`src/hw/rtl/ajm_pkg.sv`:
```
`timescale 1ns / 1ps

package ajm_pkg;

  localparam int unsigned PosW    = 24;
  localparam int unsigned DtW     = 20;
  localparam int unsigned TimeW   = 32;
  localparam int unsigned LenW    = 16;
  localparam int unsigned CfgW    = 32;
  localparam int unsigned CfgIdxW = 2;
  localparam int unsigned SqW     = 2 * PosW + 1;
  localparam int unsigned RootW   = PosW + 1;
  localparam int unsigned CntW    = $clog2(RootW);

  localparam logic [CfgIdxW-1:0] CfgMinFlight = 2'd0;
  localparam logic [CfgIdxW-1:0] CfgSettle    = 2'd1;
  localparam logic [CfgIdxW-1:0] CfgMaxHeight = 2'd2;
  localparam logic [CfgIdxW-1:0] CfgMaxDist   = 2'd3;

  localparam logic [TimeW-1:0] RstMinFlight = 32'd250000;
  localparam logic [TimeW-1:0] RstSettle    = 32'd500000;
  localparam logic [LenW-1:0]  RstMaxHeight = 16'd15360;
  localparam logic [LenW-1:0]  RstMaxDist   = 16'd64000;

  localparam logic OpFrame    = 1'b0;
  localparam logic OpAbort    = 1'b1;
  localparam logic RecTotals  = 1'b0;
  localparam logic RecMaxima  = 1'b1;

  typedef enum logic [3:0] {
    StIdle,
    StSettle,
    StFlight,
    StDiff,
    StSqX,
    StSqZ,
    StSum,
    StRoot,
    StCheck,
    StEmit
  } ajm_state_t;

  typedef struct packed {
    logic           start;
    logic [SqW-1:0] radicand;
  } ajm_sqrt_req_t;

  typedef struct packed {
    logic             done;
    logic [RootW-1:0] root;
  } ajm_sqrt_rsp_t;

  function automatic logic [TimeW-1:0] sat_add(input logic [TimeW-1:0] a,
                                               input logic [TimeW-1:0] b);
    logic [TimeW:0] s;
    s = {1'b0, a} + {1'b0, b};
    return s[TimeW] ? {TimeW{1'b1}} : s[TimeW-1:0];
  endfunction

endpackage

```
`src/hw/rtl/ajm_in_if.sv`:
```
`timescale 1ns / 1ps

interface ajm_in_if;
  logic                               valid;
  logic                               ready;
  logic                               operation;
  logic                               airborne;
  logic signed [ajm_pkg::PosW-1:0]    pos_x;
  logic signed [ajm_pkg::PosW-1:0]    pos_y;
  logic signed [ajm_pkg::PosW-1:0]    pos_z;
  logic        [ajm_pkg::DtW-1:0]     frame_time_us;

  modport source (
    output valid, operation, airborne, pos_x, pos_y, pos_z, frame_time_us,
    input  ready
  );
  modport sink (
    input  valid, operation, airborne, pos_x, pos_y, pos_z, frame_time_us,
    output ready
  );
endinterface

```
`src/hw/rtl/ajm_out_if.sv`:
```
`timescale 1ns / 1ps

interface ajm_out_if;
  logic                         valid;
  logic                         ready;
  logic                         record_kind;
  logic [ajm_pkg::TimeW-1:0]    flight_time_us;
  logic [ajm_pkg::LenW-1:0]     jump_height;
  logic [ajm_pkg::LenW-1:0]     jump_distance;
  logic                         last_of_run;

  modport source (
    output valid, record_kind, flight_time_us, jump_height, jump_distance, last_of_run,
    input  ready
  );
  modport sink (
    input  valid, record_kind, flight_time_us, jump_height, jump_distance, last_of_run,
    output ready
  );
endinterface

```
`src/hw/rtl/ajm_isqrt.sv`:
```
`timescale 1ns / 1ps

module ajm_isqrt (
  input  logic                   clk,
  input  logic                   rst_n,
  input  ajm_pkg::ajm_sqrt_req_t req,
  output ajm_pkg::ajm_sqrt_rsp_t rsp
);

  logic [ajm_pkg::SqW-1:0]  rem_r, rem_nxt;
  logic [ajm_pkg::SqW:0]    root_r, root_nxt;
  logic [ajm_pkg::SqW-1:0]  bit_r, bit_nxt;
  logic [ajm_pkg::CntW-1:0] cnt_r, cnt_nxt;
  logic                     busy_r, busy_nxt;
  logic                     done_r, done_nxt;
  logic [ajm_pkg::SqW:0]    trial;
  logic                     fits;

  assign trial = root_r + {1'b0, bit_r};
  assign fits  = {1'b0, rem_r} >= trial;

  always_comb begin
    rem_nxt  = rem_r;
    root_nxt = root_r;
    bit_nxt  = bit_r;
    cnt_nxt  = cnt_r;
    busy_nxt = busy_r;
    done_nxt = 1'b0;
    if (req.start) begin
      rem_nxt  = req.radicand;
      root_nxt = '0;
      bit_nxt  = {1'b1, {(ajm_pkg::SqW-1){1'b0}}};
      cnt_nxt  = ajm_pkg::CntW'(ajm_pkg::RootW - 1);
      busy_nxt = 1'b1;
    end else if (busy_r) begin
      if (fits) begin
        rem_nxt  = rem_r - trial[ajm_pkg::SqW-1:0];
        root_nxt = (root_r >> 1) + {1'b0, bit_r};
      end else begin
        root_nxt = root_r >> 1;
      end
      bit_nxt = bit_r >> 2;
      cnt_nxt = cnt_r - 1'b1;
      if (cnt_r == '0) begin
        busy_nxt = 1'b0;
        done_nxt = 1'b1;
      end
    end
  end

  always_ff @(posedge clk) begin
    if (!rst_n) begin
      busy_r <= 1'b0;
      done_r <= 1'b0;
    end else begin
      busy_r <= busy_nxt;
      done_r <= done_nxt;
    end
    rem_r  <= rem_nxt;
    root_r <= root_nxt;
    bit_r  <= bit_nxt;
    cnt_r  <= cnt_nxt;
  end

  assign rsp.done = done_r;
  assign rsp.root = root_r[ajm_pkg::RootW-1:0];

endmodule

```
`src/hw/rtl/airtime_jump_measurer_top.sv`:
```
`timescale 1ns / 1ps

// Airtime jump measurer. Takes one telemetry or abort beat at a time; ready is high only
// while the block is idle. An abort returns to idle from its settle step; a frame that
// does not end a counted flight passes through the settle, flight and emit steps. A landing
// whose flight reaches the minimum airtime also passes the diff, square, sum, root and check
// steps: one shared 24x24 multiplier squares both offsets, then the 25-step bit-serial
// square root turns dx*dx + dz*dz into the distance. Up to two result beats per input
// leave through an output register; a stalled output holds the block in its emit step.

module airtime_jump_measurer_top (
  input  logic                         clk,
  input  logic                         rst_n,
  ajm_in_if.sink                       in_ch,
  ajm_out_if.source                    out_ch,
  input  logic                         cfg_we,
  input  logic [ajm_pkg::CfgIdxW-1:0]  cfg_index,
  input  logic [ajm_pkg::CfgW-1:0]     cfg_data
);

  localparam int unsigned PosW  = ajm_pkg::PosW;
  localparam int unsigned TimeW = ajm_pkg::TimeW;
  localparam int unsigned LenW  = ajm_pkg::LenW;

  ajm_pkg::ajm_state_t state_r, state_nxt;

  logic [TimeW-1:0] min_flight_r, settle_win_r;
  logic [LenW-1:0]  max_height_r, max_dist_r;

  logic                    op_r, op_nxt;
  logic                    air_r, air_nxt;
  logic signed [PosW-1:0]  px_r, px_nxt, py_r, py_nxt, pz_r, pz_nxt;
  logic [ajm_pkg::DtW-1:0] dt_r, dt_nxt;

  logic                    in_flight_r, in_flight_nxt;
  logic [TimeW-1:0]        air_time_r, air_time_nxt;
  logic signed [PosW-1:0]  tk_x_r, tk_x_nxt, tk_y_r, tk_y_nxt, tk_z_r, tk_z_nxt;
  logic signed [PosW-1:0]  peak_y_r, peak_y_nxt;
  logic                    pend_valid_r, pend_valid_nxt;
  logic [TimeW-1:0]        settle_r, settle_nxt;
  logic [TimeW-1:0]        pend_time_r, pend_time_nxt;
  logic [LenW-1:0]         pend_h_r, pend_h_nxt, pend_d_r, pend_d_nxt;

  logic [TimeW-1:0]             secs_r, secs_nxt;
  logic [PosW-1:0]              ax_r, ax_nxt, az_r, az_nxt;
  logic signed [PosW:0]         h_r, h_nxt;
  logic [2*PosW-1:0]            sq_r, sq_nxt, acc_r, acc_nxt;
  logic [ajm_pkg::RootW-1:0]    dist_r, dist_nxt;
  logic                         emit_max_r, emit_max_nxt, emit_tot_r, emit_tot_nxt;

  logic                 out_valid_r, out_valid_nxt;
  logic                 out_kind_r, out_kind_nxt;
  logic [TimeW-1:0]     out_time_r, out_time_nxt;
  logic [LenW-1:0]      out_h_r, out_h_nxt, out_d_r, out_d_nxt;
  logic                 out_last_r, out_last_nxt;

  logic                  in_beat;
  logic                  out_free;
  logic [TimeW-1:0]      settle_sum;
  logic [TimeW-1:0]      dt_ext;
  logic signed [PosW:0]  dx, dz;
  logic [PosW-1:0]       mul_a;
  logic [2*PosW-1:0]     prod;
  logic                  jump_ok;

  ajm_pkg::ajm_sqrt_req_t sqrt_req;
  ajm_pkg::ajm_sqrt_rsp_t sqrt_rsp;

  ajm_isqrt u_isqrt (
    .clk   (clk),
    .rst_n (rst_n),
    .req   (sqrt_req),
    .rsp   (sqrt_rsp)
  );

  assign in_ch.ready = (state_r == ajm_pkg::StIdle);
  assign in_beat     = in_ch.valid && in_ch.ready;
  assign out_free    = !out_valid_r || out_ch.ready;

  assign dt_ext     = {{(TimeW-ajm_pkg::DtW){1'b0}}, dt_r};
  assign settle_sum = ajm_pkg::sat_add(settle_r, dt_ext);
  assign dx         = {px_r[PosW-1], px_r} - {tk_x_r[PosW-1], tk_x_r};
  assign dz         = {pz_r[PosW-1], pz_r} - {tk_z_r[PosW-1], tk_z_r};
  assign mul_a      = (state_r == ajm_pkg::StSqX) ? ax_r : az_r;
  assign prod       = {{PosW{1'b0}}, mul_a} * {{PosW{1'b0}}, mul_a};
  assign jump_ok    = !h_r[PosW]
                   && (h_r[PosW-1:0] < {{(PosW-LenW){1'b0}}, max_height_r})
                   && (dist_r < {{(ajm_pkg::RootW-LenW){1'b0}}, max_dist_r});

  assign sqrt_req.start    = (state_r == ajm_pkg::StSum);
  assign sqrt_req.radicand = {1'b0, acc_r} + {1'b0, sq_r};

  always_comb begin
    state_nxt = state_r;
    unique case (state_r)
      ajm_pkg::StIdle:   if (in_beat) state_nxt = ajm_pkg::StSettle;
      ajm_pkg::StSettle: begin
        state_nxt = (op_r == ajm_pkg::OpAbort) ? ajm_pkg::StIdle : ajm_pkg::StFlight;
      end
      ajm_pkg::StFlight: begin
        if (!air_r && in_flight_r && (air_time_r >= min_flight_r)) begin
          state_nxt = ajm_pkg::StDiff;
        end else begin
          state_nxt = ajm_pkg::StEmit;
        end
      end
      ajm_pkg::StDiff:   state_nxt = ajm_pkg::StSqX;
      ajm_pkg::StSqX:    state_nxt = ajm_pkg::StSqZ;
      ajm_pkg::StSqZ:    state_nxt = ajm_pkg::StSum;
      ajm_pkg::StSum:    state_nxt = ajm_pkg::StRoot;
      ajm_pkg::StRoot:   if (sqrt_rsp.done) state_nxt = ajm_pkg::StCheck;
      ajm_pkg::StCheck:  state_nxt = ajm_pkg::StEmit;
      ajm_pkg::StEmit:   if (!emit_max_r && !emit_tot_r) state_nxt = ajm_pkg::StIdle;
      default:           state_nxt = ajm_pkg::StIdle;
    endcase
  end

  always_comb begin
    op_nxt         = op_r;
    air_nxt        = air_r;
    px_nxt         = px_r;
    py_nxt         = py_r;
    pz_nxt         = pz_r;
    dt_nxt         = dt_r;
    in_flight_nxt  = in_flight_r;
    air_time_nxt   = air_time_r;
    tk_x_nxt       = tk_x_r;
    tk_y_nxt       = tk_y_r;
    tk_z_nxt       = tk_z_r;
    peak_y_nxt     = peak_y_r;
    pend_valid_nxt = pend_valid_r;
    settle_nxt     = settle_r;
    pend_time_nxt  = pend_time_r;
    pend_h_nxt     = pend_h_r;
    pend_d_nxt     = pend_d_r;
    secs_nxt       = secs_r;
    ax_nxt         = ax_r;
    az_nxt         = az_r;
    h_nxt          = h_r;
    sq_nxt         = sq_r;
    acc_nxt        = acc_r;
    dist_nxt       = dist_r;
    emit_max_nxt   = emit_max_r;
    emit_tot_nxt   = emit_tot_r;
    out_valid_nxt  = out_valid_r && !out_ch.ready;
    out_kind_nxt   = out_kind_r;
    out_time_nxt   = out_time_r;
    out_h_nxt      = out_h_r;
    out_d_nxt      = out_d_r;
    out_last_nxt   = out_last_r;

    unique case (state_r)
      ajm_pkg::StIdle: begin
        if (in_beat) begin
          op_nxt       = in_ch.operation;
          air_nxt      = in_ch.airborne;
          px_nxt       = in_ch.pos_x;
          py_nxt       = in_ch.pos_y;
          pz_nxt       = in_ch.pos_z;
          dt_nxt       = in_ch.frame_time_us;
          emit_max_nxt = 1'b0;
          emit_tot_nxt = 1'b0;
        end
      end
      ajm_pkg::StSettle: begin
        if (op_r == ajm_pkg::OpAbort) begin
          in_flight_nxt  = 1'b0;
          air_time_nxt   = '0;
          pend_valid_nxt = 1'b0;
          settle_nxt     = '0;
        end else if (pend_valid_r) begin
          if (settle_sum >= settle_win_r) begin
            emit_max_nxt   = 1'b1;
            pend_valid_nxt = 1'b0;
            settle_nxt     = '0;
          end else begin
            settle_nxt = settle_sum;
          end
        end
      end
      ajm_pkg::StFlight: begin
        if (air_r) begin
          if (!in_flight_r) begin
            in_flight_nxt = 1'b1;
            air_time_nxt  = dt_ext;
            tk_x_nxt      = px_r;
            tk_y_nxt      = py_r;
            tk_z_nxt      = pz_r;
            peak_y_nxt    = py_r;
          end else begin
            air_time_nxt = ajm_pkg::sat_add(air_time_r, dt_ext);
            if (py_r > peak_y_r) peak_y_nxt = py_r;
          end
        end else if (in_flight_r) begin
          in_flight_nxt = 1'b0;
          air_time_nxt  = '0;
          secs_nxt      = air_time_r;
        end
      end
      ajm_pkg::StDiff: begin
        ax_nxt = dx[PosW] ? PosW'(-dx) : dx[PosW-1:0];
        az_nxt = dz[PosW] ? PosW'(-dz) : dz[PosW-1:0];
        h_nxt  = {peak_y_r[PosW-1], peak_y_r} - {tk_y_r[PosW-1], tk_y_r};
      end
      ajm_pkg::StSqX: begin
        sq_nxt = prod;
      end
      ajm_pkg::StSqZ: begin
        acc_nxt = sq_r;
        sq_nxt  = prod;
      end
      ajm_pkg::StSum: begin
      end
      ajm_pkg::StRoot: begin
        if (sqrt_rsp.done) dist_nxt = sqrt_rsp.root;
      end
      ajm_pkg::StCheck: begin
        if (jump_ok) begin
          emit_tot_nxt = 1'b1;
          if (pend_valid_r) emit_max_nxt = 1'b1;
        end
      end
      ajm_pkg::StEmit: begin
        if (out_free) begin
          priority if (emit_max_r) begin
            out_valid_nxt = 1'b1;
            out_kind_nxt  = ajm_pkg::RecMaxima;
            out_time_nxt  = pend_time_r;
            out_h_nxt     = pend_h_r;
            out_d_nxt     = pend_d_r;
            out_last_nxt  = !emit_tot_r;
            emit_max_nxt  = 1'b0;
          end else if (emit_tot_r) begin
            out_valid_nxt  = 1'b1;
            out_kind_nxt   = ajm_pkg::RecTotals;
            out_time_nxt   = secs_r;
            out_h_nxt      = h_r[LenW-1:0];
            out_d_nxt      = dist_r[LenW-1:0];
            out_last_nxt   = 1'b1;
            emit_tot_nxt   = 1'b0;
            pend_valid_nxt = 1'b1;
            settle_nxt     = '0;
            pend_time_nxt  = secs_r;
            pend_h_nxt     = h_r[LenW-1:0];
            pend_d_nxt     = dist_r[LenW-1:0];
          end else begin
          end
        end
      end
      default: begin
      end
    endcase
  end

  always_ff @(posedge clk) begin
    if (!rst_n) begin
      state_r      <= ajm_pkg::StIdle;
      min_flight_r <= ajm_pkg::RstMinFlight;
      settle_win_r <= ajm_pkg::RstSettle;
      max_height_r <= ajm_pkg::RstMaxHeight;
      max_dist_r   <= ajm_pkg::RstMaxDist;
      in_flight_r  <= 1'b0;
      air_time_r   <= '0;
      tk_x_r       <= '0;
      tk_y_r       <= '0;
      tk_z_r       <= '0;
      peak_y_r     <= '0;
      pend_valid_r <= 1'b0;
      settle_r     <= '0;
      emit_max_r   <= 1'b0;
      emit_tot_r   <= 1'b0;
      out_valid_r  <= 1'b0;
    end else begin
      state_r      <= state_nxt;
      in_flight_r  <= in_flight_nxt;
      air_time_r   <= air_time_nxt;
      tk_x_r       <= tk_x_nxt;
      tk_y_r       <= tk_y_nxt;
      tk_z_r       <= tk_z_nxt;
      peak_y_r     <= peak_y_nxt;
      pend_valid_r <= pend_valid_nxt;
      settle_r     <= settle_nxt;
      emit_max_r   <= emit_max_nxt;
      emit_tot_r   <= emit_tot_nxt;
      out_valid_r  <= out_valid_nxt;
      if (cfg_we) begin
        unique case (cfg_index)
          ajm_pkg::CfgMinFlight: min_flight_r <= cfg_data[TimeW-1:0];
          ajm_pkg::CfgSettle:    settle_win_r <= cfg_data[TimeW-1:0];
          ajm_pkg::CfgMaxHeight: max_height_r <= cfg_data[LenW-1:0];
          ajm_pkg::CfgMaxDist:   max_dist_r   <= cfg_data[LenW-1:0];
          default: begin
          end
        endcase
      end
    end
    op_r        <= op_nxt;
    air_r       <= air_nxt;
    px_r        <= px_nxt;
    py_r        <= py_nxt;
    pz_r        <= pz_nxt;
    dt_r        <= dt_nxt;
    pend_time_r <= pend_time_nxt;
    pend_h_r    <= pend_h_nxt;
    pend_d_r    <= pend_d_nxt;
    secs_r      <= secs_nxt;
    ax_r        <= ax_nxt;
    az_r        <= az_nxt;
    h_r         <= h_nxt;
    sq_r        <= sq_nxt;
    acc_r       <= acc_nxt;
    dist_r      <= dist_nxt;
    out_kind_r  <= out_kind_nxt;
    out_time_r  <= out_time_nxt;
    out_h_r     <= out_h_nxt;
    out_d_r     <= out_d_nxt;
    out_last_r  <= out_last_nxt;
  end

  assign out_ch.valid          = out_valid_r;
  assign out_ch.record_kind    = out_kind_r;
  assign out_ch.flight_time_us = out_time_r;
  assign out_ch.jump_height    = out_h_r;
  assign out_ch.jump_distance  = out_d_r;
  assign out_ch.last_of_run    = out_last_r;

endmodule

```
`src/flat_wrapper.sv`:
```
// flat-port wrapper written by rule: the top's interface ports become plain ports
module airtime_jump_measurer_top_flat 
  (clk, rst_n, cfg_we, cfg_index, cfg_data, in_ch_valid, in_ch_operation, in_ch_airborne, in_ch_pos_x, in_ch_pos_y, in_ch_pos_z, in_ch_frame_time_us, in_ch_ready, out_ch_valid, out_ch_record_kind, out_ch_flight_time_us, out_ch_jump_height, out_ch_jump_distance, out_ch_last_of_run, out_ch_ready);
  ajm_in_if in_ch_i ();
  ajm_out_if out_ch_i ();
  input  logic clk;
  input  logic rst_n;
  input  logic cfg_we;
  input  logic [ajm_pkg::CfgIdxW-1:0] cfg_index;
  input  logic [ajm_pkg::CfgW-1:0] cfg_data;
  input wire logic [$bits(in_ch_i.valid)-1:0] in_ch_valid;
  input wire logic [$bits(in_ch_i.operation)-1:0] in_ch_operation;
  input wire logic [$bits(in_ch_i.airborne)-1:0] in_ch_airborne;
  input wire logic [$bits(in_ch_i.pos_x)-1:0] in_ch_pos_x;
  input wire logic [$bits(in_ch_i.pos_y)-1:0] in_ch_pos_y;
  input wire logic [$bits(in_ch_i.pos_z)-1:0] in_ch_pos_z;
  input wire logic [$bits(in_ch_i.frame_time_us)-1:0] in_ch_frame_time_us;
  output wire logic [$bits(in_ch_i.ready)-1:0] in_ch_ready;
  output wire logic [$bits(out_ch_i.valid)-1:0] out_ch_valid;
  output wire logic [$bits(out_ch_i.record_kind)-1:0] out_ch_record_kind;
  output wire logic [$bits(out_ch_i.flight_time_us)-1:0] out_ch_flight_time_us;
  output wire logic [$bits(out_ch_i.jump_height)-1:0] out_ch_jump_height;
  output wire logic [$bits(out_ch_i.jump_distance)-1:0] out_ch_jump_distance;
  output wire logic [$bits(out_ch_i.last_of_run)-1:0] out_ch_last_of_run;
  input wire logic [$bits(out_ch_i.ready)-1:0] out_ch_ready;
  assign in_ch_i.valid = in_ch_valid;
  assign in_ch_i.operation = in_ch_operation;
  assign in_ch_i.airborne = in_ch_airborne;
  assign in_ch_i.pos_x = in_ch_pos_x;
  assign in_ch_i.pos_y = in_ch_pos_y;
  assign in_ch_i.pos_z = in_ch_pos_z;
  assign in_ch_i.frame_time_us = in_ch_frame_time_us;
  assign in_ch_ready = in_ch_i.ready;
  assign out_ch_valid = out_ch_i.valid;
  assign out_ch_record_kind = out_ch_i.record_kind;
  assign out_ch_flight_time_us = out_ch_i.flight_time_us;
  assign out_ch_jump_height = out_ch_i.jump_height;
  assign out_ch_jump_distance = out_ch_i.jump_distance;
  assign out_ch_last_of_run = out_ch_i.last_of_run;
  assign out_ch_i.ready = out_ch_ready;
  airtime_jump_measurer_top u_core (.clk(clk), .rst_n(rst_n), .in_ch(in_ch_i), .out_ch(out_ch_i), .cfg_we(cfg_we), .cfg_index(cfg_index), .cfg_data(cfg_data));
endmodule
```
`config.mk`:
```
export PLATFORM = sky130hd
export DESIGN_NAME = airtime_jump_measurer_top_flat
export DESIGN_NICKNAME = d
export VERILOG_FILES = /design/src/hw/rtl/ajm_pkg.sv /design/src/hw/rtl/ajm_in_if.sv /design/src/hw/rtl/ajm_out_if.sv /design/src/hw/rtl/ajm_isqrt.sv /design/src/hw/rtl/airtime_jump_measurer_top.sv /design/src/flat_wrapper.sv
export SDC_FILE = /design/constraint.sdc
export NUM_CORES = 2
export LEC_CHECK = 0
export ABC_AREA = 1
export BUFFER_PORTS_ARGS = -buffer_cell sky130_fd_sc_hd__buf_2
export CORE_MARGIN = 2
export CORE_UTILIZATION = 40
export DETAILED_ROUTE_END_ITERATION = 8
export PLACE_DENSITY = 0.55
export SKIP_CTS_REPAIR_TIMING = 1
export SKIP_LAST_GASP = 1
export SLEW_MARGIN = 20
export SYNTH_ARGS = -nofsm -noshare
export SYNTH_HDL_FRONTEND = slang
export SYNTH_HIERARCHICAL = 1
export SYNTH_SLANG_ARGS = --single-unit
export TNS_END_PERCENT = 1
```
`constraint.sdc`:
```
create_clock -name clk -period 11.8 [get_ports clk]
set_clock_uncertainty 0.05 [all_clocks]
set_input_delay 1.18 -clock clk [delete_from_list [all_inputs] [get_ports clk]]
set_output_delay 1.18 -clock clk [all_outputs]
set_load 0.005 [all_outputs]
```
==> out/metrics.csv <==
metric,value,unit
synth-edff-count,497,
yosysSeqAreaShare,31.6,%
post-route-period-util,78.7,%
ys_warn_count,6,
start_kind,flop,
hpwl,161,mm
synth_nets,9892,
num_antenna_cells,0,
grt_pass1_wl,320,mm
synth_ff_type,edfxtp_1,
cpMostUsedCell,inv_1,
drive_gt1_share,6.45,%
worst_r2r_path_depth,29,
hp-class,flop to flop,
cts.sinks,844,
die_h,420,µm
dr.pass1.iters,6,
reg2reg_from,u_core/state_r[1],
antenna_found_initial,3,
synthesis.area,0.0692,mm²
numCtsBuffers,99,
drcViolationCount,0,
die_width,420,µm
gr-max-usage-layer,met2,
pre_cts_ws,2.60,ns
gr-total-overflow,0,
via_count,57500,
num-nets-final,9996,
root_buffer,clkbuf_16,
power.leakage,34.4,nW
peakVddDrop,0.635,mV
slowest_delay,0.84,ns
fmax,108,MHz
hold_depth,0,
cp_max_fo,27,
cts_tree,yes,
worst_pin_slew,1.09,ns
r2r-end,u_core/sq_r[36],
fp.dieArea,0.176,mm²
numPortBuffers,200,
min_to,u_core/pend_time_r[24],
syn_avg_cell_area,7.89,µm²
grt_util_met1,30.3,%
cts_buffer_depth,3,
via_per_inst,5.10,
grtUsageMet3,2.53,%
worst_slack,2.52,ns
status,completed,
clock_latency,0.76,ns
period_minus_slack,9.28,ns
met2_usage,39.8,%
synth_top_area_share,21.6,%
dr.first_iter.drc_count,3622,
h-tree-depth,3,
grt_max_degree,114,
ant_nets,0,
finalSetupTns,0,ns
clkTransAtPathRegs,0.06,ns
grt_usage,23.0,%
ys_async_sr_fraction,0,%
critPathRequiredTime,12.22,ns
routed_wl,202,mm
cp_top_family,adder cells,
synth-seq-cells,844,
placedCellCount,11100,
initial_core_util,40.3,%
synth_area_leader_cell,edfxtp_1,
slew_viol_final,0,
first_global_vias,57400,
avgRoutedWirePerCell,18.0,µm
rows,152,
hold_start,u_core/secs_r[24],
yosys-top-cells-area,"edfxtp_1 22%, fa_1 13%, dfxtp_1 10%",
yosysUniqueCellTypes,61,
coreArea,0.172,mm²
syn_inst,8772,
instances_no_fill,11300,
cp-end-kind,flop,
areaGrowthSynthToFinish,9.36,%
cp_slowest_cell,o21ai_1,
power_density,307,mW/mm²
reg2reg_slack,2.52,ns
worstSetupPathType,flop to flop,
cp_num_buf_inv,9,
cp.arrival,9.71,ns
rsz0062_at_grt,false,
setup_viol,0,
io_pins,201,
cap_violations,0,
gp_congestion,0.920,
relSlewSlack,27.2,%
hold_violations,0,
## worst reg2reg max path, delay by kind of cell (launching register included)
kind / cells / cell delay [ns]
AND/OR/NAND/NOR: 6 / 1.38
AO/OA/AOI/OAI: 5 / 2.00
flip-flops: 1 / 0.39
XOR/XNOR: 1 / 0.09
adder cells (fa/ha/maj): 8 / 3.69
buffers and inverters: 9 / 1.43
## Yosys cell counts, types with 51 or more instances
cell / instances
nor2_1: 845
xnor2_1: 103
buf_2: 52
o21ai_0: 454
inv_1: 1535
xor2_1: 186
a31oi_1: 51
a21oi_1: 702
nor3_1: 75
ha_1: 550
clkbuf_1: 136
edfxtp_1: 497
fa_1: 437
nand4_1: 117
nand2_1: 1825
dfxtp_1: 347
nand3_1: 349
## worst max-delay path by stage
stage | to | slack, ns | from | cells past startpoint
after floorplan | u_core/air_r | 3.51 | in_ch_valid | 2
after CTS | u_core/sq_r[36] | 2.57 | u_core/state_r[1] | 24
after global routing | u_core/sq_r[47] | 1.97 | u_core/state_r[1] | 30
after detailed placement | u_core/sq_r[36] | 2.60 | u_core/state_r[1] | 29
after global placement | u_core/sq_r[29] | 2.79 | u_core/state_r[2] | 26
final | u_core/sq_r[36] | 2.52 | u_core/state_r[1] | 29
## power by group
group	switching (mW)	internal (mW)	total, mW
logic	10.4	5.47	15.9
registers	0.226	4.00	4.23
clock network	1.35	1.81	3.16
## registers in the layout (all words and copies together) (netlist names), 32 cells and up
| name | flops |
|---|---|
| u_core/air_time_r | 32 |
| u_core/acc_r | 47 |
| u_core/u_isqrt/rem_r | 49 |
| u_core/pend_time_r | 32 |
| u_core/settle_win_r | 32 |
| u_core/min_flight_r | 32 |
| u_core/settle_r | 32 |
| u_core/out_ch.flight_time_us | 32 |
| u_core/secs_r | 32 |
| u_core/sq_r | 47 |
| u_core/u_isqrt/root_r | 50 |
## stage by stage
stage	hold slack, ns	area (µm²)	utilization [%]	power (mW)
2_1_floorplan	0.356	69200	-	15.3
3_3_place_gp	0.383	72300	42.1	20.1
3_5_place_dp	0.382	72300	42.1	20.1
4_1_cts	0.396	75700	44.1	23.4
5_1_grt	0.414	75700	44.1	25.6
6_report	0.395	75700	44.1	23.3
## logic make-up after synthesis
family          share of synthesized area, %
simple gates                            20.3
buf+inv                                 10.2
compound gates                          11.6
fa+ha+maj                               22.6
flops                                   31.6
xor+xnor                                3.68
## area by class of cell
class                   instances  area [µm²]
repair buffers                243        1330
clock buffers                 125        2700
inverters                    1571        5900
well taps                    2310        2890
fillers                     17300       96100
clock inverters                61         669
multi-input cells            6117       40300
flip-flops and latches        844       21900
## layer usage
metal	vias to the layer above	routed length, µm
li1	28500	-
met1	27400	90700
met2	1274	97400
met3	274	8560
met4	0	5780
met5	-	0
## cell usage in the layout (no fill, tap or decap), types with 18 or more instances in the layout
master	netlist	routed
a21o_1	30	30
a21oi_1	702	702
a31oi_1	51	51
buf_2	52	199
buf_4	41	43
clkbuf_16	0	101
clkinv_2	0	20
dfxtp_1	347	345
edfxtp_1	497	497
fa_1	437	437
ha_1	550	550
inv_1	1535	1530
inv_2	29	33
nand2_1	1825	1822
nand2_2	25	27
nand3_1	349	349
nand3b_1	20	20
nand4_1	117	117
nor2_1	845	841
nor2_2	18	19
nor3_1	75	70
nor4_1	31	30
o211ai_1	36	36
o21a_1	27	27
o21ai_0	454	454
o21ai_1	37	37
o21ai_2	18	18
o21bai_1	46	46
or2_2	32	32
xnor2_1	103	103
xor2_1	186	186
Power figures use the tool's default switching activity.
